`src/rtl/hrhp_pkg.sv`:
```
// Package for the HTTP reply header parser: phase and tag codes, the queue
// entry type and the header name table with its lookup functions.
// No dependencies; every rtl file of the block refers to it by scoped names.
package hrhp_pkg;

    // Parse phase of the back end
    typedef enum logic [3:0] {
        PH_STATUS = 4'd0,
        PH_HEADER = 4'd1,
        PH_DATE   = 4'd2,
        PH_SERVER = 4'd3,
        PH_LENGTH = 4'd4,
        PH_CONN   = 4'd5,
        PH_TYPE   = 4'd6,
        PH_BODY   = 4'd7
    } t_phase;

    // Field tags on the result channel
    localparam logic [3:0] TAG_NONE     = 4'd0;
    localparam logic [3:0] TAG_PROTOCOL = 4'd1;
    localparam logic [3:0] TAG_STATUS   = 4'd2;
    localparam logic [3:0] TAG_DATE     = 4'd3;
    localparam logic [3:0] TAG_SERVER   = 4'd4;
    localparam logic [3:0] TAG_CONN     = 4'd5;
    localparam logic [3:0] TAG_TYPE     = 4'd6;
    localparam logic [3:0] TAG_BODY     = 4'd7;
    localparam logic [3:0] TAG_LENGTH   = 4'd8;

    localparam logic [7:0] CH_CR    = 8'd13;
    localparam logic [7:0] CH_SPACE = 8'd32;
    localparam logic [7:0] CH_COLON = 8'd58;
    localparam logic [7:0] CH_ZERO  = 8'd48;
    localparam logic [7:0] CH_NINE  = 8'd57;

    // Classified request handed from front end to back end
    typedef struct packed {
        logic [7:0] byte_val;
        logic       restart;
        logic       is_cr;
        logic       is_space;
        logic       is_colon;
        logic       is_digit;
        logic       two_back_cr;
    } t_item;

    localparam int QUEUE_DEPTH = 2;
    localparam int QUEUE_PTR_W = $clog2(QUEUE_DEPTH);
    localparam int QUEUE_CNT_W = $clog2(QUEUE_DEPTH + 1);

    // Header name table
    localparam int NAME_COUNT = 7;
    localparam int NAME_MAX   = 18;
    localparam logic [4:0] POS_MAX = 5'd31;

    localparam logic [8*NAME_MAX-1:0] NAME_TEXT [NAME_COUNT] = '{
        "Date", "Request timestamp", "Server", "server",
        "Content-Length", "Connection", "Content-Type"
    };
    localparam logic [4:0] NAME_LEN [NAME_COUNT] = '{
        5'd4, 5'd17, 5'd6, 5'd6, 5'd14, 5'd10, 5'd12
    };
    localparam t_phase NAME_PHASE [NAME_COUNT] = '{
        PH_DATE, PH_DATE, PH_SERVER, PH_SERVER, PH_LENGTH, PH_CONN, PH_TYPE
    };

    // Character at position pos of name k; zero past its end
    function automatic logic [7:0] name_char(input int k, input logic [4:0] pos);
        logic [7:0] ch;
        int         off;
        ch  = 8'd0;
        off = 0;
        if (pos < NAME_LEN[k]) begin
            off = (int'(NAME_LEN[k]) - 1 - int'(pos)) * 8;
            ch  = NAME_TEXT[k][off +: 8];
        end
        return ch;
    endfunction

endpackage

```
`src/rtl/http_reply_header_parser.sv`:
```
// HTTP reply header parser, top level: front end, request queue, back end.
// Depends on hrhp_pkg, hrhp_front, hrhp_queue and hrhp_back.
//
// Feed an HTTP reply one byte per request on the input channel; raise
// i_new_message with the first byte of each reply to restart parsing at the
// status line. Every byte comes back once, in order, on the output channel
// with a field tag (protocol, status text, date, server, connection, content
// type, body, length digits, or none for separators and skipped bytes). On
// the CR that closes a well-formed Content-Length line o_length_valid pulses
// and o_content_length carries the new value (saturated, low 32 bits). A
// non-digit in that value makes the closing CR set o_format_error and halt
// tagging until the next new message or reset. Throughput is one byte per
// clock while the receiver takes every result; the limit is the back end's
// per-byte state update (header name match and the decimal multiply-add of
// the length accumulator). The front end classifies each accepted byte into
// a two-entry queue, the back end parses it into the output register. The
// queue and output register absorb short stalls on either side.
module http_reply_header_parser #(
    parameter int LENGTH_BITS = 32
) (
    input  logic        i_clk,
    input  logic        i_rst_n,
    input  logic        i_in_valid,
    output logic        o_in_ready,
    input  logic [7:0]  i_byte_in,
    input  logic        i_new_message,
    output logic        o_out_valid,
    input  logic        i_out_ready,
    output logic [7:0]  o_byte_out,
    output logic [3:0]  o_field_tag,
    output logic        o_length_valid,
    output logic [31:0] o_content_length,
    output logic        o_format_error
);

    hrhp_pkg::t_item push_item;
    hrhp_pkg::t_item head_item;
    logic            push;
    logic            pop;
    logic            queue_full;
    logic            queue_valid;

    // Classify the accepted request and hold the raw byte history
    hrhp_front u_front (
        .i_clk        (i_clk),
        .i_rst_n      (i_rst_n),
        .i_in_valid   (i_in_valid),
        .i_byte_in    (i_byte_in),
        .i_new_message(i_new_message),
        .i_queue_full (queue_full),
        .o_in_ready   (o_in_ready),
        .o_push       (push),
        .o_item       (push_item)
    );

    // Decouple acceptance from parsing
    hrhp_queue u_queue (
        .i_clk   (i_clk),
        .i_rst_n (i_rst_n),
        .i_push  (push),
        .i_item  (push_item),
        .i_pop   (pop),
        .o_full  (queue_full),
        .o_valid (queue_valid),
        .o_item  (head_item)
    );

    // Advance the parse state and register the tagged result
    hrhp_back #(
        .LENGTH_BITS(LENGTH_BITS)
    ) u_back (
        .i_clk           (i_clk),
        .i_rst_n         (i_rst_n),
        .i_item_valid    (queue_valid),
        .i_item          (head_item),
        .o_pop           (pop),
        .o_out_valid     (o_out_valid),
        .i_out_ready     (i_out_ready),
        .o_byte_out      (o_byte_out),
        .o_field_tag     (o_field_tag),
        .o_length_valid  (o_length_valid),
        .o_content_length(o_content_length),
        .o_format_error  (o_format_error)
    );

    // A halted parser tags nothing
    a_halt_no_tag: assert property (@(posedge i_clk) disable iff (!i_rst_n)
        (o_out_valid && o_format_error) |-> (o_field_tag == hrhp_pkg::TAG_NONE))
        else $error("tagged byte while halted");

    // A completed length line never coincides with the error
    a_len_ok: assert property (@(posedge i_clk) disable iff (!i_rst_n)
        (o_out_valid && o_length_valid) |->
            (!o_format_error && (o_field_tag == hrhp_pkg::TAG_NONE)))
        else $error("length valid with error or tag");

    // Tags stay within the defined codes
    a_tag_range: assert property (@(posedge i_clk) disable iff (!i_rst_n)
        o_out_valid |-> (o_field_tag <= hrhp_pkg::TAG_LENGTH))
        else $error("undefined field tag");

    // The queue never pops when empty
    a_pop_valid: assert property (@(posedge i_clk) disable iff (!i_rst_n)
        pop |-> queue_valid)
        else $error("pop from empty queue");

endmodule

```
`src/rtl/hrhp_front.sv`:
```
// Front end of the HTTP reply header parser: accepts raw bytes, keeps the
// raw byte history and classifies each byte into a queue entry.
// Depends on hrhp_pkg.
module hrhp_front (
    input  logic                i_clk,
    input  logic                i_rst_n,
    input  logic                i_in_valid,
    input  logic [7:0]          i_byte_in,
    input  logic                i_new_message,
    input  logic                i_queue_full,
    output logic                o_in_ready,
    output logic                o_push,
    output hrhp_pkg::t_item     o_item
);

    logic [15:0] r_hist;
    logic [15:0] n_hist;
    logic [7:0]  two_back;

    assign o_in_ready = !i_queue_full;
    assign o_push     = i_in_valid && !i_queue_full;

    // A restart clears the history before this byte enters it
    assign two_back = i_new_message ? 8'd0 : r_hist[15:8];
    assign n_hist   = {(i_new_message ? 8'd0 : r_hist[7:0]), i_byte_in};

    always_comb begin
        o_item.byte_val    = i_byte_in;
        o_item.restart     = i_new_message;
        o_item.is_cr       = (i_byte_in == hrhp_pkg::CH_CR);
        o_item.is_space    = (i_byte_in == hrhp_pkg::CH_SPACE);
        o_item.is_colon    = (i_byte_in == hrhp_pkg::CH_COLON);
        o_item.is_digit    = (i_byte_in >= hrhp_pkg::CH_ZERO) &&
                             (i_byte_in <= hrhp_pkg::CH_NINE);
        o_item.two_back_cr = (two_back == hrhp_pkg::CH_CR);
    end

    always_ff @(posedge i_clk) begin
        if (!i_rst_n) begin
            r_hist <= 16'd0;
        end else if (o_push) begin
            r_hist <= n_hist;
        end
    end

endmodule

```
`src/rtl/hrhp_queue.sv`:
```
// Two-entry queue of classified requests between front and back end.
// Depends on hrhp_pkg.
module hrhp_queue (
    input  logic                i_clk,
    input  logic                i_rst_n,
    input  logic                i_push,
    input  hrhp_pkg::t_item     i_item,
    input  logic                i_pop,
    output logic                o_full,
    output logic                o_valid,
    output hrhp_pkg::t_item     o_item
);

    localparam int PW = hrhp_pkg::QUEUE_PTR_W;
    localparam int CW = hrhp_pkg::QUEUE_CNT_W;
    localparam logic [PW-1:0] LAST = PW'(hrhp_pkg::QUEUE_DEPTH - 1);

    hrhp_pkg::t_item r_mem [hrhp_pkg::QUEUE_DEPTH];
    logic [PW-1:0]   r_wr_ptr;
    logic [PW-1:0]   r_rd_ptr;
    logic [CW-1:0]   r_count;

    assign o_full  = (r_count == CW'(hrhp_pkg::QUEUE_DEPTH));
    assign o_valid = (r_count != '0);
    assign o_item  = r_mem[r_rd_ptr];

    always_ff @(posedge i_clk) begin
        if (i_push) begin
            r_mem[r_wr_ptr] <= i_item;
        end
    end

    always_ff @(posedge i_clk) begin
        if (!i_rst_n) begin
            r_wr_ptr <= '0;
            r_rd_ptr <= '0;
            r_count  <= '0;
        end else begin
            if (i_push) begin
                r_wr_ptr <= (r_wr_ptr == LAST) ? '0 : r_wr_ptr + 1'b1;
            end
            if (i_pop) begin
                r_rd_ptr <= (r_rd_ptr == LAST) ? '0 : r_rd_ptr + 1'b1;
            end
            if (i_push && !i_pop) begin
                r_count <= r_count + 1'b1;
            end else if (!i_push && i_pop) begin
                r_count <= r_count - 1'b1;
            end
        end
    end

endmodule

```
`src/rtl/hrhp_back.sv`:
```
// Back end of the HTTP reply header parser: parse state machine, header name
// matcher, decimal length accumulator and the registered result slot.
// Depends on hrhp_pkg.
module hrhp_back #(
    parameter int LENGTH_BITS = 32
) (
    input  logic                i_clk,
    input  logic                i_rst_n,
    input  logic                i_item_valid,
    input  hrhp_pkg::t_item     i_item,
    output logic                o_pop,
    output logic                o_out_valid,
    input  logic                i_out_ready,
    output logic [7:0]          o_byte_out,
    output logic [3:0]          o_field_tag,
    output logic                o_length_valid,
    output logic [31:0]         o_content_length,
    output logic                o_format_error
);

    localparam int NC = hrhp_pkg::NAME_COUNT;

    hrhp_pkg::t_phase       r_phase, c_phase, n_phase;
    logic                   r_after_space, c_after_space, n_after_space;
    logic                   r_skip, c_skip, n_skip;
    logic [4:0]             r_pos, c_pos, n_pos;
    logic [NC-1:0]          r_cand, c_cand, n_cand;
    logic [LENGTH_BITS-1:0] r_accum, c_accum, n_accum;
    logic                   r_bad, c_bad, n_bad;
    logic                   r_halted, c_halted, n_halted;
    logic [LENGTH_BITS-1:0] r_len, c_len, n_len;

    logic                   r_out_valid;
    logic [7:0]             r_byte;
    logic [3:0]             r_tag, n_tag;
    logic                   r_lvalid, n_lvalid;

    logic [LENGTH_BITS+3:0] acc_next;
    logic [LENGTH_BITS+31:0] len_ext;
    hrhp_pkg::t_phase       hit_phase;

    assign o_pop = i_item_valid && (!r_out_valid || i_out_ready);

    // Ten times the accumulator plus the digit; saturate on any carry out
    assign acc_next = ({4'd0, c_accum} << 3) + ({4'd0, c_accum} << 1) +
                      (LENGTH_BITS + 4)'(i_item.byte_val[3:0]);

    always_comb begin
        hit_phase = hrhp_pkg::PH_HEADER;
        for (int k = NC - 1; k >= 0; k--) begin
            if (c_cand[k] && (c_pos == hrhp_pkg::NAME_LEN[k])) begin
                hit_phase = hrhp_pkg::NAME_PHASE[k];
            end
        end
    end

    always_comb begin
        // Restart presents the reset state to this byte
        c_phase       = i_item.restart ? hrhp_pkg::PH_STATUS : r_phase;
        c_after_space = i_item.restart ? 1'b0 : r_after_space;
        c_skip        = i_item.restart ? 1'b0 : r_skip;
        c_pos         = i_item.restart ? 5'd0 : r_pos;
        c_cand        = i_item.restart ? '1 : r_cand;
        c_accum       = i_item.restart ? '0 : r_accum;
        c_bad         = i_item.restart ? 1'b0 : r_bad;
        c_halted      = i_item.restart ? 1'b0 : r_halted;
        c_len         = i_item.restart ? '0 : r_len;

        n_phase       = c_phase;
        n_after_space = c_after_space;
        n_skip        = c_skip;
        n_pos         = c_pos;
        n_cand        = c_cand;
        n_accum       = c_accum;
        n_bad         = c_bad;
        n_halted      = c_halted;
        n_len         = c_len;
        n_tag         = hrhp_pkg::TAG_NONE;
        n_lvalid      = 1'b0;

        if (c_halted) begin
            n_halted = 1'b1;
        end else if (c_skip) begin
            n_skip = 1'b0;
        end else begin
            case (c_phase)
                hrhp_pkg::PH_STATUS: begin
                    if (!c_after_space) begin
                        if (i_item.is_space) begin
                            n_after_space = 1'b1;
                        end else begin
                            n_tag = hrhp_pkg::TAG_PROTOCOL;
                        end
                    end else if (i_item.is_cr) begin
                        n_phase = hrhp_pkg::PH_HEADER;
                        n_skip  = 1'b1;
                        n_pos   = 5'd0;
                        n_cand  = '1;
                    end else begin
                        n_tag = hrhp_pkg::TAG_STATUS;
                    end
                end
                hrhp_pkg::PH_HEADER: begin
                    if (i_item.is_colon) begin
                        n_skip  = 1'b1;
                        n_phase = hit_phase;
                        n_pos   = 5'd0;
                        n_cand  = '1;
                    end else if (i_item.is_cr) begin
                        if (i_item.two_back_cr) begin
                            n_phase = hrhp_pkg::PH_BODY;
                        end
                        n_skip = 1'b1;
                        n_pos  = 5'd0;
                        n_cand = '1;
                    end else begin
                        for (int k = 0; k < NC; k++) begin
                            if ((c_pos >= hrhp_pkg::NAME_LEN[k]) ||
                                (hrhp_pkg::name_char(k, c_pos) != i_item.byte_val)) begin
                                n_cand[k] = 1'b0;
                            end
                        end
                        if (c_pos < hrhp_pkg::POS_MAX) begin
                            n_pos = c_pos + 5'd1;
                        end
                    end
                end
                hrhp_pkg::PH_LENGTH: begin
                    if (i_item.is_cr) begin
                        n_skip  = 1'b1;
                        n_phase = hrhp_pkg::PH_HEADER;
                        n_pos   = 5'd0;
                        n_cand  = '1;
                        if (c_bad) begin
                            n_halted = 1'b1;
                        end else begin
                            n_len    = c_accum;
                            n_lvalid = 1'b1;
                        end
                        n_accum = '0;
                        n_bad   = 1'b0;
                    end else begin
                        n_tag = hrhp_pkg::TAG_LENGTH;
                        if (i_item.is_digit) begin
                            if (acc_next[LENGTH_BITS+3:LENGTH_BITS] != 4'd0) begin
                                n_accum = '1;
                            end else begin
                                n_accum = acc_next[LENGTH_BITS-1:0];
                            end
                        end else begin
                            n_bad = 1'b1;
                        end
                    end
                end
                hrhp_pkg::PH_DATE, hrhp_pkg::PH_SERVER,
                hrhp_pkg::PH_CONN, hrhp_pkg::PH_TYPE: begin
                    if (i_item.is_cr) begin
                        n_skip  = 1'b1;
                        n_phase = hrhp_pkg::PH_HEADER;
                        n_pos   = 5'd0;
                        n_cand  = '1;
                    end else if (c_phase == hrhp_pkg::PH_DATE) begin
                        n_tag = hrhp_pkg::TAG_DATE;
                    end else if (c_phase == hrhp_pkg::PH_SERVER) begin
                        n_tag = hrhp_pkg::TAG_SERVER;
                    end else if (c_phase == hrhp_pkg::PH_CONN) begin
                        n_tag = hrhp_pkg::TAG_CONN;
                    end else begin
                        n_tag = hrhp_pkg::TAG_TYPE;
                    end
                end
                hrhp_pkg::PH_BODY: begin
                    n_tag = hrhp_pkg::TAG_BODY;
                end
                default: begin
                    n_phase = hrhp_pkg::PH_STATUS;
                end
            endcase
        end
    end

    always_ff @(posedge i_clk) begin
        if (!i_rst_n) begin
            r_phase       <= hrhp_pkg::PH_STATUS;
            r_after_space <= 1'b0;
            r_skip        <= 1'b0;
            r_pos         <= 5'd0;
            r_cand        <= '1;
            r_accum       <= '0;
            r_bad         <= 1'b0;
            r_halted      <= 1'b0;
            r_len         <= '0;
            r_out_valid   <= 1'b0;
        end else begin
            if (o_pop) begin
                r_phase       <= n_phase;
                r_after_space <= n_after_space;
                r_skip        <= n_skip;
                r_pos         <= n_pos;
                r_cand        <= n_cand;
                r_accum       <= n_accum;
                r_bad         <= n_bad;
                r_halted      <= n_halted;
                r_len         <= n_len;
                r_out_valid   <= 1'b1;
            end else if (i_out_ready) begin
                r_out_valid   <= 1'b0;
            end
        end
    end

    always_ff @(posedge i_clk) begin
        if (o_pop) begin
            r_byte   <= i_item.byte_val;
            r_tag    <= n_tag;
            r_lvalid <= n_lvalid;
        end
    end

    assign len_ext          = {32'd0, r_len};
    assign o_out_valid      = r_out_valid;
    assign o_byte_out       = r_byte;
    assign o_field_tag      = r_tag;
    assign o_length_valid   = r_lvalid;
    assign o_content_length = len_ext[31:0];
    assign o_format_error   = r_halted;

endmodule

```
`config.mk`:
```
export PLATFORM = sky130hd
export DESIGN_NAME = http_reply_header_parser
export DESIGN_NICKNAME = d
export VERILOG_FILES = /design/src/rtl/hrhp_pkg.sv /design/src/rtl/http_reply_header_parser.sv /design/src/rtl/hrhp_front.sv /design/src/rtl/hrhp_queue.sv /design/src/rtl/hrhp_back.sv
export SDC_FILE = /design/constraint.sdc
export NUM_CORES = 1
export LEC_CHECK = 0
export ABC_AREA = 1
export BUFFER_PORTS_ARGS = -buffer_cell sky130_fd_sc_hd__clkbuf_2
export CAP_MARGIN = 25
export CORE_UTILIZATION = 47
export CTS_CLUSTER_DIAMETER = 50
export DETAILED_ROUTE_END_ITERATION = 7
export HOLD_SLACK_MARGIN = 0.02
export PLACE_DENSITY = 0.69
export SLEW_MARGIN = 0
export SYNTH_ARGS = -nofsm -noshare
export SYNTH_HDL_FRONTEND = slang
export SYNTH_SLANG_ARGS = --single-unit
```
`constraint.sdc`:
```
create_clock -name i_clk -period 6 [get_ports i_clk]
set_clock_uncertainty 0.1 [all_clocks]
set_input_delay 1.2 -clock i_clk [delete_from_list [all_inputs] [get_ports i_clk]]
set_output_delay 1.2 -clock i_clk [all_outputs]
set_load 0.02 [all_outputs]
```
==> flow_summary.json, run 1 <==
{
  "place_congestion": 0.971,
  "synth-async-reset-ratio": 0,
  "cts_max_level": 4,
  "synth_common_cells": "458 x nand2_1, 223 x inv_1, 195 x nor2_1",
  "required_ns": 6.22,
  "post-route-min-period_ns": 5.05,
  "use_met2": 0.482,
  "clkSinkCount": 147,
  "synth_cell_types": 59,
  "ant_nets": 0,
  "cts.clk_slew.worst_paths_ns": 0.08,
  "fmax_mhz": 198,
  "synth_area_sq_mm": 0.0119,
  "grt_max_degree": 55,
  "place_area_sq_mm": 0.0124,
  "yosysSeqAreaShare": 0.281,
  "wl_um": 35600,
  "arrival_ns": 5.27,
  "maxSlewHeadroom": 0.268,
  "hold_buffers": 0,
  "grt_pass1_wl_um": 57900,
  "postSynthAreaPerCell_sq_um": 6.56,
  "grt_pass1_vias": 11500,
  "wl_per_cell_um": 16.3,
  "cts-resized-gates": 0,
  "holdWs_ns": 0.356,
  "drive_above_1_share": 0.105,
  "yosysWarnings": 0,
  "status": "completed",
  "dieWidth_um": 161,
  "area_growth_pct": 9.16,
  "final_util": 0.529,
  "period_share": 0.842,
  "cts-root-buf": "clkbuf_16",
  "antenna_cells": 0,
  "cp-start-kind": "flip-flop",
  "start_util": 0.485,
  "synth_top_area_frac": 0.178,
  "rsz0062_at_grt": "false",
  "met3_usage": 0.0370,
  "synthFlopType": "dfxtp_1",
  "vias": 12000,
  "final_cells": 2188,
  "port_buffers": 60,
  "worst-setup-path-type": "flip-flop to flip-flop",
  "nNetsFinal": 1943,
  "drv_cap": 0,
  "hold_violations": 0,
  "grtUsageMet1": 0.338,
  "tightest_slew_ns": 1.09,
  "setup-tns-final_ns": 0,
  "vias_per_cell": 5.49,
  "leakage_nw": 6.20,
  "cts_tree": "yes",
  "hp-start": "u_queue.r_rd_ptr",
  "rrSetupSlack_ns": 0.95,
  "placed_cells": 2155,
  "post_cts_buffers": 0,
  "reg2reg_to": "u_back.r_accum[30]",
  "slew_violations": 0,
  "finalSetupViolations": 0,
  "fp.coreArea_sq_mm": 0.0246,
  "busiest_layer": "met2",
  "drt_pass1_iterations": 5,
  "drtIter0Drc": 1022,
  "grt-ovfl-total": 0,
  "holdPathEnd": "u_queue.r_rd_ptr",
  "finalInstanceArea_sq_mm": 0.0130,
  "grt_usage": 0.277,
  "cts_buffers": 17,
  "cts_max_path_buffers": 2,
  "row_count": 57,
  "power_density_mw_per_mm2": 521,
  "clock_latency_ns": 0.45,
  "io_pins": 61,
  "holdCritPathClass": "flip-flop to flip-flop",
  "crit_path_end_kind": "flip-flop",
  "die_area_sq_mm": 0.0260,
  "cp_max_fo": 27,
  "synth_edf_count": 41,
  "synth.most_common_cell": "nand2_1",
  "vdd_ir_drop_max_v": 0.000267,
  "dp_hpwl_um": 25600,
  "synth.ff_latch_count": 147,
  "die_h_um": 161,
  "hold_path_depth": 1,
  "yosys.area.top_type": "dfxtp_1",
  "syn_nets": 1911,
  "reg2regPathDepth": 23,
  "postSynthCellCount": 1819,
  "antenna_found_initial": 0,
  "drc": 0,
  "yosys-top-cells-area": "dfxtp_1 18%, nand2_1 14%, edfxtp_1 10%"
}
-- worst max-delay path, cell delays in order, from the launching register on --
cell and delay, ns:
dfxtp_1 0.84, inv_4 0.19, or2_1 0.26, o21ai_1 0.31, inv_2 0.22, ha_1 0.34
ha_1 0.25, fa_1 0.41, nand2_1 0.08, nand3_1 0.10, nand3b_1 0.10, nand3_1 0.11
nand2_1 0.08, nand2_1 0.12, nand2_1 0.12, nand2_1 0.06, nand2_1 0.06, nand2_1 0.05
nor2_2 0.13, nand2_2 0.10, nor2_4 0.57, nand2_1 0.14, nand2_1 0.10, a21oi_1 0.06
-- worst max path at each step --
stage,end,slack (ns),depth (start not counted),start
4_1_cts,u_back.r_accum[30],0.94,23,flip-flop
2_1_floorplan,u_back.r_accum[10],2.05,26,u_queue.r_mem[0][5]
3_5_place_dp,u_back.r_accum[18],1.00,23,flip-flop
5_1_grt,u_back.r_accum[18],0.55,23,flip-flop
6_report,u_back.r_accum[30],0.95,23,flip-flop
3_3_place_gp,u_back.r_accum[24],1.15,23,flip-flop
-- through the flow --
step | total power [mW] | setup slack [ns]
after floorplan | 4.67 | 2.05
after global placement | 5.54 | 1.15
after detailed placement | 5.59 | 1.00
after CTS | 6.73 | 0.941
after global routing | 7.36 | 0.552
final | 6.78 | 0.950
-- cell families after synthesis --
kind of cell	Yosys count	synth area share
adders and majority gates	79	0.0841
xor gates and xnor gates	33	0.0242
buffers and inverters	305	0.108
muxes	1	0.000839
and+or+nand+nor	883	0.328
DFF	147	0.281
AOI/OAI and AO/OA	371	0.173
-- cell usage in the layout, fill, tap and decap left out, drive strengths merged, types with 9 or more instances in the layout --
cell type / n
nor2: 210
nand3: 120
a21oi: 189
dfxtp: 106
o21ai: 109
o211ai: 9
nand2: 486
xnor2: 19
nor3: 17
edfxtp: 41
ha: 77
inv: 248
nor4: 10
xor2: 14
buf: 11
o22ai: 34
nand4: 25
clkinv: 13
or2: 11
clkbuf: 77
-- registers in the layout, indices dropped and copies added (netlist names), 5 cells and up, named ones only --
name	cells
u_back.r_accum	32
u_back.r_cand	7
u_queue.r_mem	28
u_back.o_content_length	32
u_back.o_byte_out	8
u_front.r_hist	16
u_back.r_pos	5
-- area by class of cell --
type | instances | area (sq um)
clock inverter | 15 | 190
inverter | 247 | 930
multi-input combinational | 1367 | 7290
fill | 2487 | 11600
tap | 324 | 405
clock buffer | 17 | 425
timing repair buffer | 71 | 427
sequential | 147 | 3350
-- power breakdown --
group	internal, mW	switching (mW)
clock	0.566	0.549
combinational	1.30	2.89
sequential	1.30	0.183
total	3.17	3.62
-- metal layers --
layer | part of all wire | vias up | routed length [um]
met5 | 0 | - | 0
met4 | 0.036 | 0 | 1270
met3 | 0.048 | 84 | 1700
met2 | 0.49 | 366 | 17300
met1 | 0.43 | 5504 | 15300
li1 | - | 6057 | -
(Power assumes the default switching activity.)
==> inputs of run 2 (changes only) <==
ABC_AREA = 0   (was 1)
PLACE_DENSITY = 0.71   (was 0.69)
clock period = 4.1 ns   (was 6 ns; I/O delays follow)
==> run 2 against run 1 <==
Utilization rose by 3.9 points. Total power fell by 26%. Setup slack got worse by 0.86 ns. Sequential power rose by 16%. Fmax rose by 26%. Area after synthesis fell by 5.6%. Cell area rose by 2.4%. Critical path type unchanged. Largest power group is now sequential cells.
==> flow_summary.json, run 2 <==
{
  "period_share": 0.978,
  "setup-tns-final_ns": 0,
  "cts_buffers": 17,
  "busiest_layer": "met2",
  "die_area_sq_mm": 0.0246,
  "synth_edf_count": 41,
  "fmax_mhz": 249,
  "yosysSeqAreaShare": 0.298,
  "drc": 0,
  "finalSetupViolations": 0,
  "synth-async-reset-ratio": 0,
  "hp-start": "u_front.r_hist[6]",
  "cts-root-buf": "clkbuf_16",
  "dieWidth_um": 157,
  "reg2reg_to": "u_back.r_accum[14]",
  "path_cells": "buf_4, mux2i_2, buf_4, inv_1, ha_1, ha_1, fa_2, a211o_1, o2111ai_4, a31oi_4, o21ai_4, nand3_2, a31oi_4, mux2_4, and2_4, buf_4, o31ai_2",
  "postSynthCellCount": 1372,
  "met3_usage": 0.0482,
  "drive_above_1_share": 0.208,
  "yosys.area.top_type": "dfxtp_1",
  "vias_per_cell": 6.23,
  "grt_pass1_wl_um": 55800,
  "ant_nets": 0,
  "crit_slowest_cell": "fa_2",
  "tightest_slew_ns": 0.792,
  "antenna_found_initial": 0,
  "clkSinkCount": 147,
  "grtUsageMet1": 0.375,
  "synth_cell_types": 98,
  "clock_latency_ns": 0.44,
  "maxSlewHeadroom": 0.469,
  "arrival_ns": 4.25,
  "holdWs_ns": 0.365,
  "dp_hpwl_um": 25000,
  "cts_max_path_buffers": 2,
  "rrSetupSlack_ns": 0.09,
  "vdd_ir_drop_max_v": 0.000273,
  "synthFlopType": "dfxtp_1",
  "postSynthAreaPerCell_sq_um": 8.20,
  "final_common_cell": "nand2_1",
  "hold_violations": 0,
  "worst_slack_ns": 0.0902,
  "critPathMaxStageDelay_ns": 0.43,
  "synth.ff_latch_count": 147,
  "yosys-top-cells-area": "dfxtp_1 19%, edfxtp_1 11%, ha_1 8.6%",
  "grt_usage": 0.289,
  "power_density_mw_per_mm2": 375,
  "crit_path_end_kind": "flip-flop",
  "leakage_nw": 5.30,
  "grt_pass1_vias": 10500,
  "vias": 11300,
  "fp.coreArea_sq_mm": 0.0235,
  "io_pins": 61,
  "wl_um": 35500,
  "final_cell_mix": "128 x nand2_1, 107 x buf_4, 105 x dfxtp_1",
  "placed_cells": 1771,
  "row_count": 56,
  "worst-setup-path-type": "flip-flop to flip-flop",
  "port_buffers": 60,
  "required_ns": 4.34,
  "start_util": 0.480,
  "post-route-min-period_ns": 4.01,
  "fillCellCount": 2086,
  "synth_area_sq_mm": 0.0113,
  "final_cells": 1811,
  "drtIter0Drc": 897,
  "cpMostUsedCell": "buf_4",
  "die_h_um": 157,
  "synth_common_cells": "128 x nand2_1, 106 x a21oi_1, 106 x dfxtp_1",
  "cp_max_fo": 6,
  "status": "completed",
  "cts.clk_slew.worst_paths_ns": 0.06,
  "antenna_cells": 0,
  "dp_slack_ns": -0.0455,
  "wl_per_cell_um": 19.6,
  "grt_max_degree": 51,
  "cts_max_level": 4,
  "holdCritPathClass": "flip-flop to flip-flop",
  "drt_pass1_iterations": 6,
  "place_area_sq_mm": 0.0124,
  "area_growth_pct": 18.5,
  "grt-ovfl-total": 0,
  "hold_path_depth": 2,
  "place_congestion": 0.973,
  "syn_nets": 1464,
  "cts_tree": "yes",
  "hold_buffers": 0,
  "finalInstanceArea_sq_mm": 0.0133,
  "holdPathEnd": "u_front.r_hist[6]",
  "cp-start-kind": "flip-flop",
  "reg2regPathDepth": 17,
  "nNetsFinal": 1571,
  "synth_top_area_frac": 0.189,
  "slew_violations": 0,
  "yosysWarnings": 0,
  "synth.most_common_cell": "nand2_1",
  "use_met2": 0.470,
  "drv_cap": 0
}
-- run 2: power breakdown --
group	total, mW	switching (mW)	internal (mW)	leakage [nW]
combinational	1.67	1.11	0.564	3.78
sequential	1.73	0.0670	1.66	1.25
clock	1.60	0.695	0.901	0.271
total	5.00	1.87	3.13	5.30
-- run 2: layer usage --
layer  up-vias  share of wire
li1       5298              -
met1      5406           0.43
met2       476           0.47
met3        96          0.066
met4         0          0.032
met5         -              0
-- run 2: layout make-up --
type / instances / area (sq um) / area share
inverters: 42 / 160 / 0.0120
flip-flops and latches: 147 / 3360 / 0.252
multi-input cells: 1098 / 7640 / 0.573
repair buffers: 173 / 1200 / 0.0898
clock buffers: 17 / 425 / 0.0319
clock inverters: 15 / 156 / 0.0117
well taps: 319 / 399 / 0.0299
-- run 2: cell families (layout without fill, tap and decap cells) --
group,Yosys count,in the layout,synth area share
AND/OR/NAND/NOR,492,492,0.226
adder cells (fa/ha/maj),80,80,0.0900
XOR/XNOR,55,55,0.0465
multiplexers,21,21,0.0208
flip-flops,147,147,0.298
buffers and inverters,127,247,0.0503
AO/OA/AOI/OAI,450,450,0.268
-- run 2: worst max-delay path by stage --
stage	endpoint	slack [ns]	depth (start not counted)
2_1_floorplan	u_back.r_accum[10]	-0.14	19
3_3_place_gp	u_back.r_accum[31]	-0.08	15
3_5_place_dp	u_back.r_accum[4]	-0.05	15
4_1_cts	u_back.r_accum[10]	0.0006	15
5_1_grt	u_back.r_accum[13]	-0.07	17
6_report	u_back.r_accum[14]	0.09	17
-- run 2: metrics by stage --
stage	utilization	total power, mW
floorplan	-	2.79
global placement	0.529	3.33
detailed placement	0.529	3.35
CTS	0.555	4.94
global route	0.568	5.20
finish	0.568	5.00
-- run 2: worst max-delay path: cells and delay by family, from the launching register on --
kind | cells | cell delay, ns
adders and majority gates | 3 | 0.87
muxes | 2 | 0.60
DFF | 1 | 0.39
AOI/OAI and AO/OA | 6 | 1.15
buffers and inverters | 4 | 0.50
and+or+nand+nor | 2 | 0.30
-- run 2: repair_timing --
item	in CTS	in global routing
buffers inserted	1	7
setup endpoints to repair	23	32
resized for setup	2	66
pin swaps	3	13
==> inputs of run 3 (changes only) <==
CTS_CLUSTER_DIAMETER = unset   (was 50)
RECOVER_POWER = 100   (was unset)
==> run 3 against run 2 <==
Sequential power barely moved. Flip-flop and latch count did not move. Largest cell class unchanged. Largest power group unchanged. Via count decreased by 0.32%.
==> flow_summary.json, run 3 (same netlist as run 2, synthesis figures left out) <==
{
  "area_growth_pct": 18.4,
  "wl_um": 35500,
  "final_cell_mix": "128 x nand2_1, 107 x buf_4, 105 x dfxtp_1",
  "wl_per_cell_um": 19.6,
  "dieWidth_um": 157,
  "intPower_mw": 3.13,
  "worst-setup-path-type": "flip-flop to flip-flop",
  "tightest_slew_ns": 0.748,
  "row_count": 56,
  "holdCritPathClass": "flip-flop to flip-flop",
  "required_ns": 4.34,
  "p_comb_frac": 0.334,
  "cp-start-kind": "flip-flop",
  "power_frac_clock": 0.320,
  "grt_pass1_vias": 10500,
  "grt-ovfl-total": 0,
  "critPathMaxStageDelay_ns": 0.43,
  "antenna_cells": 0,
  "vias_per_cell": 6.21,
  "ant_nets": 0,
  "switching_share": 0.374,
  "leakage_nw": 5.27,
  "place_congestion": 0.973,
  "fmax_mhz": 249,
  "switchingPower_mw": 1.87,
  "drive_above_1_share": 0.202,
  "die_area_sq_mm": 0.0246,
  "grt_max_degree": 51,
  "maxSlewHeadroom": 0.499,
  "final_util": 0.568,
  "cts.clk_slew.worst_paths_ns": 0.06,
  "crit_slowest_cell": "fa_2",
  "grt_usage": 0.289,
  "drt_pass1_iterations": 7,
  "grt_pass1_wl_um": 55800,
  "clock_latency_ns": 0.44,
  "path_cells": "buf_4, mux2i_2, buf_4, inv_1, ha_1, ha_1, fa_2, a211o_1, o2111ai_4, a31oi_4, o21ai_4, nand3_2, a31oi_4, mux2_4, and2_4, buf_4, o31ai_2",
  "slew_violations": 0,
  "cts_max_path_buffers": 2,
  "nNetsFinal": 1571,
  "period_share": 0.979,
  "drtIter0Drc": 929,
  "crit_path_end_kind": "flip-flop",
  "hold_violations": 0,
  "power_density_mw_per_mm2": 375,
  "io_pins": 61,
  "status": "completed",
  "port_buffers": 60,
  "seqPwrFrac": 0.346,
  "finalSetupViolations": 0,
  "total_power_mw": 5.00,
  "final_common_cell": "nand2_1",
  "cts_buffers": 17,
  "cts_max_level": 4,
  "cts-root-buf": "clkbuf_16",
  "vias": 11200,
  "rrSetupSlack_ns": 0.09,
  "die_h_um": 157,
  "drc": 0,
  "cts_tree": "yes",
  "vdd_ir_drop_max_v": 0.000271,
  "clkSinkCount": 147,
  "antenna_found_initial": 0,
  "dp_hpwl_um": 25000,
  "cpMostUsedCell": "buf_4",
  "arrival_ns": 4.26,
  "fp.coreArea_sq_mm": 0.0235,
  "drv_cap": 0,
  "hold_buffers": 0,
  "start_util": 0.480,
  "cp_max_fo": 6,
  "post-route-min-period_ns": 4.01
}
==> run 3: what timing repair did <==
item                       in CTS  in global routing
setup buffers                   1                  7
resized for setup               2                 66
pin swaps                       3                 13
setup endpoints to repair      23                 32
==> run 3: final cells by class <==
type	count	area, sq um
Fill cell	2093	10100
Multi-Input combinational cell	1098	7640
Sequential cell	147	3360
Timing Repair Buffer	173	1190
Clock buffer	17	425
Tap cell	319	399
Inverter	42	160
Clock inverter	15	156
==> run 3: metrics by stage <==
step                setup WS [ns]  cell area (sq um)  hold slack [ns]  instances  TNS [ns]
floorplan                  -0.139              11300            0.317       1372     -2.35
global placement          -0.0774              12400            0.343       1771   -0.0774
detailed placement        -0.0455              12400            0.357       1771    -0.319
CTS                      0.000649              13000            0.370       1804         0
global route              -0.0731              13300            0.381       1811    -0.861
finish                     0.0870              13300            0.366       1811         0
==> run 3: critical path: cells and delay by family, from the launching register on <==
kind / cells / cell delay, ns
and+or+nand+nor: 2 / 0.30
adders and majority gates: 3 / 0.87
AOI/OAI and AO/OA: 6 / 1.15
muxes: 2 / 0.60
DFF: 1 / 0.39
buffers and inverters: 4 / 0.50
==> run 3: power groups by stage <==
stage          sequential, mW  combinational, mW  clock (mW)
2_1_floorplan            1.82              0.964           0
3_3_place_gp             1.76               1.57           0
3_5_place_dp             1.76               1.59           0
4_1_cts                  1.73               1.60        1.61
5_1_grt                  1.75               1.78        1.67
6_report                 1.73               1.67        1.60
==> run 3: final timing paths <==
kind / from / to / cells after the start
setup / recovery: flip-flop / u_back.r_accum[14] / 17
hold / removal: u_front.r_hist[4] / u_front.r_hist[4] / 2
setup reg to reg: flip-flop / u_back.r_accum[14] / 17
hold reg to reg: u_front.r_hist[4] / u_front.r_hist[4] / 2
==> run 3: metal layers <==
metal / GRT usage / share of wire / vias up
met5: 0 / 0 / -
met4: 0.128 / 0.031 / 0
met3: 0.0482 / 0.069 / 84
met1: 0.375 / 0.43 / 5392
li1: - / - / 5302
met2: 0.470 / 0.47 / 462
